**src/rtl/assert_macros.svh**
```systemverilog
// Assertion macros shared by the RTL. Each macro checks a property on the
// rising edge of the given clock and is disabled while the active-low reset
// is asserted. Synthesis builds see empty bodies.
`ifndef ASSERT_MACROS_SVH
`define ASSERT_MACROS_SVH

`ifndef SYNTHESIS

// Same-cycle implication: when ante holds, cons must hold in that cycle.
`define U8_ASSERT_IMP(label, clk, rstn, ante, cons) \
    label: assert property (@(posedge clk) disable iff (!rstn) (ante) |-> (cons)) \
        else $error("assertion failed: same-cycle implication");

// Next-cycle implication: when ante holds, cons must hold in the next cycle.
`define U8_ASSERT_NEXT(label, clk, rstn, ante, cons) \
    label: assert property (@(posedge clk) disable iff (!rstn) (ante) |=> (cons)) \
        else $error("assertion failed: next-cycle implication");

`else

`define U8_ASSERT_IMP(label, clk, rstn, ante, cons)
`define U8_ASSERT_NEXT(label, clk, rstn, ante, cons)

`endif

`endif

```
**src/rtl/u8dec_pkg.sv**
```systemverilog
`default_nettype none

package u8dec_pkg;

    localparam int unsigned BYTE_W = 8;
    localparam int unsigned CP_W   = 21;
    localparam int unsigned CNT_W  = 2;

    // Payload masks for lead bytes of each sequence length and for
    // continuation bytes.
    localparam logic [BYTE_W-1:0] LEAD2_MASK = 8'h1F;
    localparam logic [BYTE_W-1:0] LEAD3_MASK = 8'h0F;
    localparam logic [BYTE_W-1:0] LEAD4_MASK = 8'h07;
    localparam logic [BYTE_W-1:0] CONT_MASK  = 8'h3F;

    // Decoder state carried from one byte to the next.
    typedef struct packed {
        logic [CNT_W-1:0] pending;   // continuation bytes still expected
        logic [CP_W-1:0]  partial;   // payload bits gathered so far
    } u8dec_state_t;

    // One decoded result, with a flag telling whether the byte produced one.
    typedef struct packed {
        logic            valid;
        logic [CP_W-1:0] code_point;
        logic            truncated;
        logic            last;
    } u8dec_result_t;

endpackage

`default_nettype wire

```
**src/rtl/u8dec_core.sv**
```systemverilog
`default_nettype none

// Combinational decode step: one byte plus the current state gives the next
// state and at most one result.
module u8dec_core (
    input  wire logic [u8dec_pkg::BYTE_W-1:0] byte_in,
    input  wire logic                         last_in,
    input  wire u8dec_pkg::u8dec_state_t      state,
    output u8dec_pkg::u8dec_state_t           state_next,
    output u8dec_pkg::u8dec_result_t          result
);

    logic [u8dec_pkg::CNT_W-1:0] need;
    logic [u8dec_pkg::CP_W-1:0]  lead_bits;
    logic [u8dec_pkg::CP_W-1:0]  shifted;
    logic [u8dec_pkg::CNT_W-1:0] pending_dec;

    // Lead byte classification.
    always_comb begin
        need      = '0;
        lead_bits = '0;
        if (byte_in inside {[8'hC0:8'hDF]}) begin
            need      = 2'd1;
            lead_bits = u8dec_pkg::CP_W'(byte_in & u8dec_pkg::LEAD2_MASK);
        end else if (byte_in inside {[8'hE0:8'hEF]}) begin
            need      = 2'd2;
            lead_bits = u8dec_pkg::CP_W'(byte_in & u8dec_pkg::LEAD3_MASK);
        end else if (byte_in inside {[8'hF0:8'hF7]}) begin
            need      = 2'd3;
            lead_bits = u8dec_pkg::CP_W'(byte_in & u8dec_pkg::LEAD4_MASK);
        end
    end

    // Continuation path: append six payload bits, count one byte down.
    assign shifted     = {state.partial[u8dec_pkg::CP_W-7:0],
                          6'(byte_in & u8dec_pkg::CONT_MASK)};
    assign pending_dec = state.pending - 2'd1;

    always_comb begin
        state_next        = state;
        result.valid      = 1'b0;
        result.code_point = '0;
        result.truncated  = 1'b0;
        result.last       = last_in;
        if (state.pending == '0) begin
            if (need == '0) begin
                // Single byte, stray continuation or invalid lead: pass through.
                result.valid      = 1'b1;
                result.code_point = u8dec_pkg::CP_W'(byte_in);
            end else if (last_in) begin
                result.valid     = 1'b1;
                result.truncated = 1'b1;
                state_next       = '0;
            end else begin
                state_next.pending = need;
                state_next.partial = lead_bits;
            end
        end else begin
            if (pending_dec == '0) begin
                result.valid      = 1'b1;
                result.code_point = shifted;
                state_next        = '0;
            end else if (last_in) begin
                result.valid     = 1'b1;
                result.truncated = 1'b1;
                state_next       = '0;
            end else begin
                state_next.pending = pending_dec;
                state_next.partial = shifted;
            end
        end
    end

endmodule

`default_nettype wire

```
**src/rtl/utf8_stream_decoder.sv**
```systemverilog
// Streaming UTF-8 decoder. Bytes enter on the s_ channel, one per request,
// with s_tlast on the last byte of a string; decoded 21-bit code points leave
// on the m_ channel, one per completed sequence, with m_tlast on the last
// result of a string and m_tuser set when the string ended inside a multibyte
// sequence (the code point is then zero). Lead bytes of the form 10xxxxxx or
// 11111xxx pass through as their own value; continuation bytes are not
// checked. The block takes one byte every clock cycle while the output side
// keeps up: a byte is captured in the input register, decoded against the
// state register once the output register is free, and its result is loaded
// into the output register at the end of that cycle.
// Backpressure from m_tready reaches s_tready in the same cycle.
`default_nettype none

`include "assert_macros.svh"

module utf8_stream_decoder (
    input  wire logic        aclk,
    input  wire logic        aresetn,
    // Input byte stream.
    input  wire logic        s_tvalid,
    output logic             s_tready,
    input  wire logic [7:0]  s_tdata,   // [7:0] in_byte
    input  wire logic        s_tlast,   // string_end
    // Decoded code point stream.
    output logic             m_tvalid,
    input  wire logic        m_tready,
    output logic [23:0]      m_tdata,   // [20:0] code_point, [23:21] zero
    output logic [0:0]       m_tuser,   // [0] truncated
    output logic             m_tlast    // last_of_run
);

    // Input register stage.
    logic                              in_valid_reg;
    logic [u8dec_pkg::BYTE_W-1:0]      in_byte_reg;
    logic                              in_last_reg;

    // Decoder state.
    u8dec_pkg::u8dec_state_t           state_reg;
    u8dec_pkg::u8dec_state_t           state_next;

    // Output register stage.
    logic                              m_valid_reg;
    logic [u8dec_pkg::CP_W-1:0]        m_cp_reg;
    logic                              m_trunc_reg;
    logic                              m_last_reg;

    u8dec_pkg::u8dec_result_t          result;
    logic                              out_free;
    logic                              advance;

    // The output register can take a new result when it is empty or its
    // current result leaves in this cycle. The byte in the input register is
    // decoded and retired only then, so a pending result is never dropped.
    assign out_free = !m_valid_reg || m_tready;
    assign advance  = in_valid_reg && out_free;
    assign s_tready = !in_valid_reg || advance;

    u8dec_core u_core (
        .byte_in    (in_byte_reg),
        .last_in    (in_last_reg),
        .state      (state_reg),
        .state_next (state_next),
        .result     (result)
    );

    always_ff @(posedge aclk) begin
        if (!aresetn) begin
            in_valid_reg <= 1'b0;
        end else if (s_tready) begin
            in_valid_reg <= s_tvalid;
        end
    end

    always_ff @(posedge aclk) begin
        if (s_tready && s_tvalid) begin
            in_byte_reg <= s_tdata;
            in_last_reg <= s_tlast;
        end
    end

    always_ff @(posedge aclk) begin
        if (!aresetn) begin
            state_reg <= '0;
        end else if (advance) begin
            state_reg <= state_next;
        end
    end

    always_ff @(posedge aclk) begin
        if (!aresetn) begin
            m_valid_reg <= 1'b0;
        end else if (out_free) begin
            m_valid_reg <= advance && result.valid;
        end
    end

    always_ff @(posedge aclk) begin
        if (advance && result.valid) begin
            m_cp_reg    <= result.code_point;
            m_trunc_reg <= result.truncated;
            m_last_reg  <= result.last;
        end
    end

    assign m_tvalid   = m_valid_reg;
    assign m_tdata    = {3'b000, m_cp_reg};
    assign m_tuser[0] = m_trunc_reg;
    assign m_tlast    = m_last_reg;

    // A truncated result always carries a zero code point and closes a string.
    `U8_ASSERT_IMP(a_trunc_shape, aclk, aresetn, m_tvalid && m_tuser[0],
        m_tdata == 24'd0 && m_tlast)
    // Whenever no continuation is expected, the gathered bits are clear.
    `U8_ASSERT_IMP(a_idle_partial, aclk, aresetn, state_reg.pending == '0,
        state_reg.partial == '0)
    // The end of a string always leaves the decoder idle.
    `U8_ASSERT_NEXT(a_end_idle, aclk, aresetn, advance && in_last_reg,
        state_reg.pending == '0)
    // A byte held back by a full output register stays in the input stage.
    `U8_ASSERT_NEXT(a_in_hold, aclk, aresetn, in_valid_reg && !advance,
        in_valid_reg && $stable(in_byte_reg) && $stable(in_last_reg))

endmodule

`default_nettype wire

```
**config.mk**
```make
export PLATFORM = sky130hd
export DESIGN_NAME = utf8_stream_decoder
export DESIGN_NICKNAME = d
export VERILOG_FILES = /design/src/rtl/u8dec_pkg.sv /design/src/rtl/u8dec_core.sv /design/src/rtl/utf8_stream_decoder.sv
export VERILOG_INCLUDE_DIRS = /design/src /design/src/rtl
export SDC_FILE = /design/constraint.sdc
export NUM_CORES = 1
export LEC_CHECK = 0
export BUFFER_PORTS_ARGS = -buffer_cell sky130_fd_sc_hd__buf_4
export CORE_UTILIZATION = 45
export DETAILED_ROUTE_END_ITERATION = 6
export GPL_TIMING_DRIVEN = 0
export HOLD_SLACK_MARGIN = 0.05
export PLACE_DENSITY = 0.77
export SLEW_MARGIN = 20
export SYNTH_ARGS = -nofsm -noshare
export SYNTH_HDL_FRONTEND = slang
export SYNTH_HIERARCHICAL = 1
export SYNTH_SLANG_ARGS = --single-unit
```
**constraint.sdc**
```tcl
create_clock -name aclk -period 4.2 [get_ports aclk]
set_input_delay 0 -clock aclk [delete_from_list [all_inputs] [get_ports aclk]]
set_output_delay 0 -clock aclk [all_outputs]
set_load 0.01 [all_outputs]
```
## After elaboration in Yosys (flattened, before gate mapping)

Cells that the tools add are included.

| word-level totals | value |
|---|---|
| bits in registers | 51 |
| input bits | 13 |
| output and inout port bits | 28 |
| logic and storage cells | 50 |

| operators by class | value |
|---|---|
| $add $sub $neg | 1 |
| magnitude comparators | 6 |
| eq/ne operators | 1 |
| multiplexer cells | 19 |
| reductions and logical operators | 14 |

Operators with widths:

| cell | number |
|---|---|
| 23-bit two-way mux | 6 |
| 21-bit two-way mux | 3 |
| 8-bit greater-or-equal comparator, second input constant | 3 |
| 8-bit less-or-equal comparator, second input constant | 3 |
| 8-bit two-way mux | 1 |
| 1-bit logical AND | 6 |
| 2-bit logical NOT | 3 |
| 2-bit two-way mux | 3 |
| 1-bit two-way mux | 5 |
| 3-bit two-way mux | 1 |
| 1-bit logical NOT | 2 |
| 1-bit logical OR | 2 |
| 2-bit inequality test, second input constant | 1 |
| 2-bit AND reduction | 1 |
| 2-bit by 1-bit subtractor with 2-bit output, second input constant | 1 |

## Logic depth before layout (Yosys ltp)

Gate-level depths: netlist of the first run.

| depth | value |
|---|---|
| word-level depth | 9 |
| mapped depth | 10 |
| gate-level depth less buffers | 8 |

## Cells and area by module

Netlist of the first run, hierarchy kept.

By module, submodules not included:

| module | times used | cells an instance | area each (um^2) | seq. area each (um^2) |
|---|---|---|---|---|
| utf8_stream_decoder | 1 | 148 | 2026.9 | 1461.4 |
| u8dec_core | 1 | 80 | 596.8 | 0.0 |

## Worst setup path after synthesis of the first run

No wires, ideal clock.

| path | value |
|---|---|
| path type | flip-flop to flip-flop |
| from | register state_reg[21] (netlist name) |
| to | register m_cp_reg[0] (netlist name), enable pin |
| library setup time | 0.403 ns |
| arrival | 2.350 ns |
| required time | 3.797 ns |
| path slack | 1.447 ns |
| stages on the path, launching flop included | 10 |
| buffers on the path | 1 |
| cell sequence | dfxtp_1 -> inv_1 -> ha_1 -> clkbuf_2 -> and3_1 -> a21oi_4 -> nor2_1 -> inv_1 -> nand2_1 -> nor2_1 |

RTL lines:

| element | RTL line | source |
|---|---|---|
| start, declared | utf8_stream_decoder.sv:38 | `u8dec_pkg::u8dec_state_t state_reg;` |
| start signal, assigned | utf8_stream_decoder.sv:85 | `state_reg <= state_next;` |
| end signal, assigned | utf8_stream_decoder.sv:99 | `m_cp_reg <= result.code_point;` |
| end, declared | utf8_stream_decoder.sv:43 | `logic [u8dec_pkg::CP_W-1:0] m_cp_reg;` |

==> results of run 1 <==
-- per-layer routing --
metal	vias up	share of wire [%]	GRT usage, %
met5	-	0	0
met3	8	3.8	3.52
met4	0	2.0	8.33
li1	799	-	-
met2	35	49	27.0
met1	716	45	20.9
-- cell type report --
type,count,area [sq um],share of cell area (%)
flip-flops and latches,51,1340,45.7
multi-input cells,126,845,28.8
repair buffers,50,415,14.2
plain buffers,17,140,4.77
well taps,67,83.8,2.86
clock buffers,5,68.8,2.34
inverters,6,22.5,0.767
clock inverters,3,18.8,0.639
-- critical path, cell delays in order (launching register included) --
cell      delay (ns)
dfxtp_1         0.40
inv_1           0.08
ha_1            0.19
clkbuf_2        0.16
and3_1          0.24
a21oi_4         0.24
nor2_1          0.12
inv_1           0.09
nand2_1         0.06
nor2_2          0.49
buf_8           0.23
-- cells in the final DEF, fill, tap and decap left out, types with 5 or more instances in the layout --
| cell | n |
|---|---|
| a22o_2 | 14 |
| and2_1 | 19 |
| buf_4 | 40 |
| clkbuf_8 | 5 |
| dfxtp_1 | 19 |
| dlygate4sd3_1 | 13 |
| edfxtp_1 | 32 |
| inv_1 | 6 |
| mux2i_1 | 17 |
| nand2_1 | 42 |
-- power by group --
group          total (uW)  internal, uW  switching, uW
combinational         110          58.0           52.3
clock                 279           117            162
sequential            562           551           10.9
-- through the flow --
| stage | hold WS (ns) | area [sq um] | setup WS, ns |
|---|---|---|---|
| floorplan | 0.0989 | 2350 | 1.45 |
| global placement | 0.178 | 2700 | 0.898 |
| detailed placement | 0.179 | 2720 | 1.57 |
| CTS | 0.0929 | 2940 | 1.54 |
| global route | 0.134 | 2940 | 1.35 |
| finish | 0.0900 | 2940 | 1.59 |
-- timing repair --
item                      in CTS  in global routing
setup buffers                  0                  0
hold buffers                  13                  0
hold endpoints to repair      19                  0
-- final timing paths --
check           startpoint       endpoint  slack [ns]
min                aresetn   state_reg[6]        0.09
max reg2reg  state_reg[21]    m_cp_reg[9]        1.59
min reg2reg  state_reg[10]  state_reg[10]        0.48
max          state_reg[21]    m_cp_reg[9]        1.59
==> results_dict.tcl, run 1 <==
set metrics [dict create \
    track_usage_pct 16.6 \
    max_freq_ghz 0.383 \
    clockRootBuffer "clkbuf_8" \
    arrival_ns 2.63 \
    syn2layout_area_growth_pct 25.5 \
    grt_max_degree 17 \
    tns_ns 0 \
    first_iter_violations 46 \
    cts_tree "done" \
    cts_resized 0 \
    p_leak_uw 0.00114 \
    cts_buffers 5 \
    worst_slew_pin_slew_ns 0.631 \
    slew_violations 0 \
    clock_skew_ns 0.00809 \
    final_net_count 272 \
    dieArea_sq_um 5490 \
    syn_inst 198 \
    fin_cells 325 \
    via_per_inst 4.79 \
    largest_reg_flops 21 \
    status "finished clean" \
    critPathKind "register to register" \
    io_pins 41 \
    die_x_microns 74.1 \
    yosysWarnings 6 \
    cts.sinks 51 \
    antenna_found_initial 0 \
    cts_buffer_depth 2 \
    post-route-util_pct 60.5 \
    p_per_area_nw_per_um2 324 \
    synth_area_per_cell_sq_um 11.8 \
    grt_pass1_vias 1386 \
    clk_pin_slew_worst_paths_ns 0.09 \
    relSlewSlack_pct 57.9 \
    place_hpwl_microns 2810 \
    setup_viol 0 \
    first_pass_iters 4 \
    syn_area_sq_um 2340 \
    worstRegToRegCells 10 \
    die_h_microns 74.1 \
    start_util_pct 48.2 \
    worst_setup_path_start_kind "register" \
    grt_pass1_wl_microns 6630 \
    num-fill-cells 392 \
    portBuffers 36 \
    ant_nets 0 \
    end_kind "register" \
    wl_microns 4030 \
    drc 0 \
    hp-class "primary input to register" \
    drive_above_1_share_pct 31.4 \
    hold_depth 3 \
    hold_viol_final 0 \
    clkLatencyLatePin_ns 0.31 \
    cts_max_level 2 \
    ir_worst_vdd_mv 0.250 \
    min_period_over_period_pct 62.1 \
    wl_per_cell_microns 12.4 \
    power_uw 951 \
    rows 25 \
    place_congestion 0.762 \
    required_ns 4.22 \
    core_sq_um 4850 \
    post-place-cells 304 \
    critPathMaxFanout 13 \
    vias 1558 \
    gr-total-overflow 0 \
    min_period_ns 2.61 \
    rsz0062_at_grt "no" \
    timing.max_cap.violations 0 \
    n_antenna_cell 0 \
]
(Power assumes the default switching activity.)
==> inputs of run 2 (changes only) <==
PLACE_DENSITY = 0.79   (was 0.77)
clock period = 2.3 ns   (was 4.2 ns; I/O delays follow)
==> results_dict.tcl, run 2 (same netlist as run 1, synthesis figures left out) <==
set metrics [dict create \
    die_x_microns 74.1 \
    min_period_ns 2.15 \
    p_per_area_nw_per_um2 623 \
    timing.max_cap.violations 0 \
    drc 0 \
    antenna_found_initial 0 \
    start_util_pct 48.2 \
    clkPwrFrac_pct 33.6 \
    first_pass_iters 4 \
    slew_violations 0 \
    wl_per_cell_microns 13.5 \
    cts_tree "done" \
    via_per_inst 5.01 \
    portBuffers 36 \
    r2r-start "state_reg[21]" \
    dieArea_sq_um 5490 \
    n_antenna_cell 0 \
    max_freq_ghz 0.465 \
    die_h_microns 74.1 \
    num-fill-cells 377 \
    clk_pin_slew_worst_paths_ns 0.09 \
    cts_buffer_depth 2 \
    grt_pass1_wl_microns 7230 \
    clockRootBuffer "clkbuf_8" \
    ir_worst_vdd_mv 0.377 \
    critPathCapture "m_cp_reg[0]" \
    drive_above_1_share_pct 33.3 \
    place_congestion 0.906 \
    core_sq_um 4850 \
    grt_max_degree 16 \
    io_pins 41 \
    final_net_count 275 \
    wl_microns 4430 \
    ff2ff_setup_slack_ns 0.15 \
    p_leak_uw 0.00117 \
    fin_cells 328 \
    comb_power_share_pct 11.6 \
    power_uw 1880 \
    cts_max_level 2 \
    end_kind "register" \
    largest_reg_flops 21 \
    final_area_sq_um 3010 \
    first_iter_violations 93 \
    clock_skew_ns 0.00546 \
    required_ns 2.32 \
    reg2reg_to "m_cp_reg[0]" \
    rows 25 \
    layout_common_cells "buf_4 (43), nand2_1 (41), edfxtp_1 (32)" \
    cts.sinks 51 \
    ant_nets 0 \
    setup_viol 0 \
    rsz0062_at_grt "no" \
    final_common_cell "buf_4" \
    startpoint "state_reg[21]" \
    gr-total-overflow 0 \
    power.share.switching_pct 21.5 \
    hp-class "primary input to register" \
    place_hpwl_microns 2900 \
    p_seq_share_pct 54.8 \
    cts_buffers 5 \
    vias 1643 \
    track_usage_pct 17.7 \
    post-route-util_pct 62.1 \
    grt_pass1_vias 1544 \
    syn2layout_area_growth_pct 28.8 \
    min_period_over_period_pct 93.6 \
    clkLatencyLatePin_ns 0.30 \
    critPathKind "register to register" \
    internal_power_uw 1470 \
    dpl_cell_area_sq_um 2710 \
    arrival_ns 2.18 \
    status "finished clean" \
    worstRegToRegCells 10 \
    switching_power_uw 403 \
    critPathMaxFanout 8 \
    post-place-cells 303 \
    hold_viol_final 0 \
    worst_setup_path_start_kind "register" \
]
[run 2: final cells by class]
| cell class | count | area (sq um) | share of cell area (%) |
|---|---|---|---|
| flip-flops and latches | 51 | 1340 | 44.5 |
| multi-input cells | 127 | 863 | 28.7 |
| repair buffers | 52 | 443 | 14.7 |
| plain buffers | 17 | 140 | 4.65 |
| well taps | 67 | 83.8 | 2.78 |
| clock buffers | 6 | 82.6 | 2.74 |
| clock inverters | 2 | 35.0 | 1.16 |
| inverters | 6 | 22.5 | 0.748 |
[run 2: what timing repair did]
action / in CTS / in global routing
pin swaps: 2 / 1
setup buffers: 3 / 2
setup endpoints to repair: 23 / 23
gates cloned: 1 / 0
gates resized for setup: 1 / 1
endpoints found under the hold margin: 16 / 0
hold buffers: 11 / 0
[run 2: power by group through the flow]
stage               Clock (uW)  Combinational, uW  Sequential [uW]
floorplan                    0                108             1050
global placement             0                178             1050
detailed placement           0                182             1050
CTS                        640                212             1030
global route               683                234             1030
finish                     632                217             1030
[run 2: worst max-delay path, cell delays in order, from the launching register on]
cell,delay [ns]
dfxtp_1,0.40
inv_1,0.08
ha_1,0.20
clkbuf_2,0.16
and3_1,0.24
a21oi_4,0.16
nor2_1,0.11
inv_1,0.11
nand2_2,0.11
nor2_4,0.14
buf_4,0.15
[run 2: how the worst min path moves through the flow]
stage                           from             end  depth (start not counted)
after floorplan           s_tdata[0]  in_byte_reg[0]                          0
after global placement    s_tdata[1]  in_byte_reg[1]                          1
after detailed placement  s_tdata[6]  in_byte_reg[6]                          1
after CTS                   m_tready        m_tvalid                          4
after global routing        m_tready        m_tvalid                          4
final                       m_tready        m_tvalid                          4
[run 2: per-layer routing]
layer / track usage (%) / part of all wire, % / vias to the layer above
met2: 31.5 / 51 / 55
li1: - / - / 805
met5: 0 / 0 / -
met3: 3.79 / 5.1 / 7
met1: 21.5 / 42 / 776
met4: 5.56 / 1.5 / 0
[run 2: per-stage QoR]
stage                     TNS [ns]  setup slack [ns]  hold slack (ns)
after global placement       -4.02            -0.175            0.178
after detailed placement     -5.09            -0.223            0.179
after CTS                        0            0.0206           0.0565
final                            0             0.148           0.0581
after floorplan                  0             0.158           0.0989
after global routing             0            0.0355           0.0695
==> inputs of run 3 (changes only) <==
CORE_ASPECT_RATIO = 0.8   (was default)
==> results_dict.tcl, run 3 (same netlist as run 1, synthesis figures left out) <==
set metrics [dict create \
    hold_start "m_tready" \
    wl_microns 4640 \
    final_common_cell "buf_4" \
    cts.sinks 51 \
    portBuffers 36 \
    gr-total-overflow 0 \
    crit_top_cell "inv_1" \
    layout_common_cells "buf_4 (45), nand2_1 (41), edfxtp_1 (32)" \
    place_hpwl_microns 2890 \
    core_sq_um 5010 \
    io_pins 41 \
    multi_input_area_sq_um 863 \
    critPathMaxFanout 12 \
    critPathKind "register to register" \
    hold_viol_final 0 \
    end_kind "register" \
    largest_reg_flops 21 \
    vias 1671 \
    min_period_over_period_pct 93.5 \
    clockRootBuffer "clkbuf_8" \
    final_area_sq_um 2990 \
    slowest_stage "dfxtp_2" \
    crit_path_max_incr_delay_ns 0.37 \
    via_per_inst 5.16 \
    regArea_sq_um 1340 \
    dpl_cell_area_sq_um 2700 \
    hold_depth 4 \
    min_period_ns 2.15 \
    fin_cells 324 \
    crit_cells 10 \
    post-place-cells 298 \
    dieArea_sq_um 5490 \
    drc 0 \
    crit_chain "inv_1 > ha_1 > clkbuf_2 > and3_1 > a21oi_4 > nor2_1 > inv_1 > nand2_2 > nor2_4 > buf_12" \
    start_util_pct 46.7 \
    first_pass_iters 4 \
    first_iter_violations 138 \
    rows 23 \
    clk_pin_slew_worst_paths_ns 0.10 \
    ir_worst_vdd_mv 0.402 \
    grt_max_degree 17 \
    final_net_count 276 \
    timing.max_cap.violations 0 \
    hold_ws_ns 0.0749 \
    grt_pass1_vias 1610 \
    p_leak_uw 0.00117 \
    clock_skew_ns 0.0119 \
    arrival_ns 2.17 \
    ant_nets 0 \
    cts_max_level 2 \
    startpoint "state_reg[21]" \
    grt_pass1_wl_microns 7560 \
    syn2layout_area_growth_pct 27.9 \
    antenna_found_initial 0 \
    cts_tree "done" \
    wl_per_cell_microns 14.3 \
    die_x_microns 82.6 \
    status "finished clean" \
    rsz0062_at_grt "no" \
    slew_violations 0 \
    cp_num_buf_inv 4 \
    die_h_microns 66.5 \
    clkLatencyLatePin_ns 0.30 \
    worst_setup_path_start_kind "register" \
    track_usage_pct 19.0 \
    cts_buffer_depth 2 \
    hp-class "primary input to register" \
    num-fill-cells 409 \
    setup_viol 0 \
    drive_above_1_share_pct 34.0 \
    place_congestion 0.863 \
    cts_buffers 5 \
    r2r-start "state_reg[21]" \
    required_ns 2.32 \
    worstRegToRegCells 10 \
    max_freq_ghz 0.465 \
    power_uw 1820 \
    cp_top_family "simple AND/OR/NAND/NOR gates" \
    n_antenna_cell 0 \
    p_per_area_nw_per_um2 608 \
]
run 3: cell types whose count changed in the layout (fill, tap and decap cells not counted), sizes merged:
| cell | change |
|---|---|
| buf | +1 |
| bufinv | -1 |
| clkinv | +1 |
run 3: worst paths after layout:
check            endpoint  slack, ns
min reg2reg  state_reg[9]       0.48
min              m_tvalid       0.07
max           m_cp_reg[6]       0.15
max reg2reg   m_cp_reg[6]       0.15
run 3: where the power goes:
part | total [uW] | leakage [uW] | switching (uW) | internal [uW]
Combinational | 218 | 0.000652 | 104 | 114
Sequential | 1030 | 0.000463 | 21.4 | 1010
Clock | 575 | 0.0000563 | 294 | 280
Total | 1820 | 0.00117 | 419 | 1400
run 3: repair_timing:
item | 4_1_cts | 5_1_grt
cloned | 1 | 0
pin swaps | 2 | 1
endpoints found under the hold margin | 18 | 0
hold buffers | 11 | 0
endpoints found under the setup margin | 23 | 23
gates resized for setup | 2 | 1
setup buffers | 4 | 2
run 3: per-layer routing:
metal  wire [microns]  vias to the layer above  global-route usage (%)  part of all wire, %
met5                0                        -                       0                    0
met4               40                        0                    5.39                 0.86
met3              243                        5                    4.11                  5.2
met2             2290                       55                    32.0                   49
met1             2070                      799                    24.6                   45
li1                 -                      812                       -                    -
run 3: worst register-to-register path, cell delays in order, from the launching register on:
cell      delay, ns
dfxtp_2        0.37
inv_1          0.06
ha_1           0.19
clkbuf_2       0.16
and3_1         0.25
a21oi_4        0.18
nor2_1         0.11
inv_1          0.12
nand2_2        0.12
nor2_4         0.15
buf_12         0.15
run 3: layout make-up:
| cell class | count | share of cell area [%] |
|---|---|---|
| Buffer | 17 | 4.68 |
| Timing Repair Buffer | 53 | 14.6 |
| Clock buffer | 6 | 3.14 |
| Tap cell | 62 | 2.59 |
| Sequential cell | 51 | 44.9 |
| Clock inverter | 2 | 0.460 |
| Multi-Input combinational cell | 127 | 28.9 |
| Inverter | 6 | 0.753 |
run 3: per-stage QoR:
stage                     setup TNS (ns)  worst slack [ns]  util [%]
after floorplan                        0             0.158         -
after global placement             -3.46            -0.151      53.9
after detailed placement           -5.15            -0.225      53.9
after CTS                              0            0.0572      59.4
after global routing                   0            0.0172      59.7
final                                  0             0.151      59.7
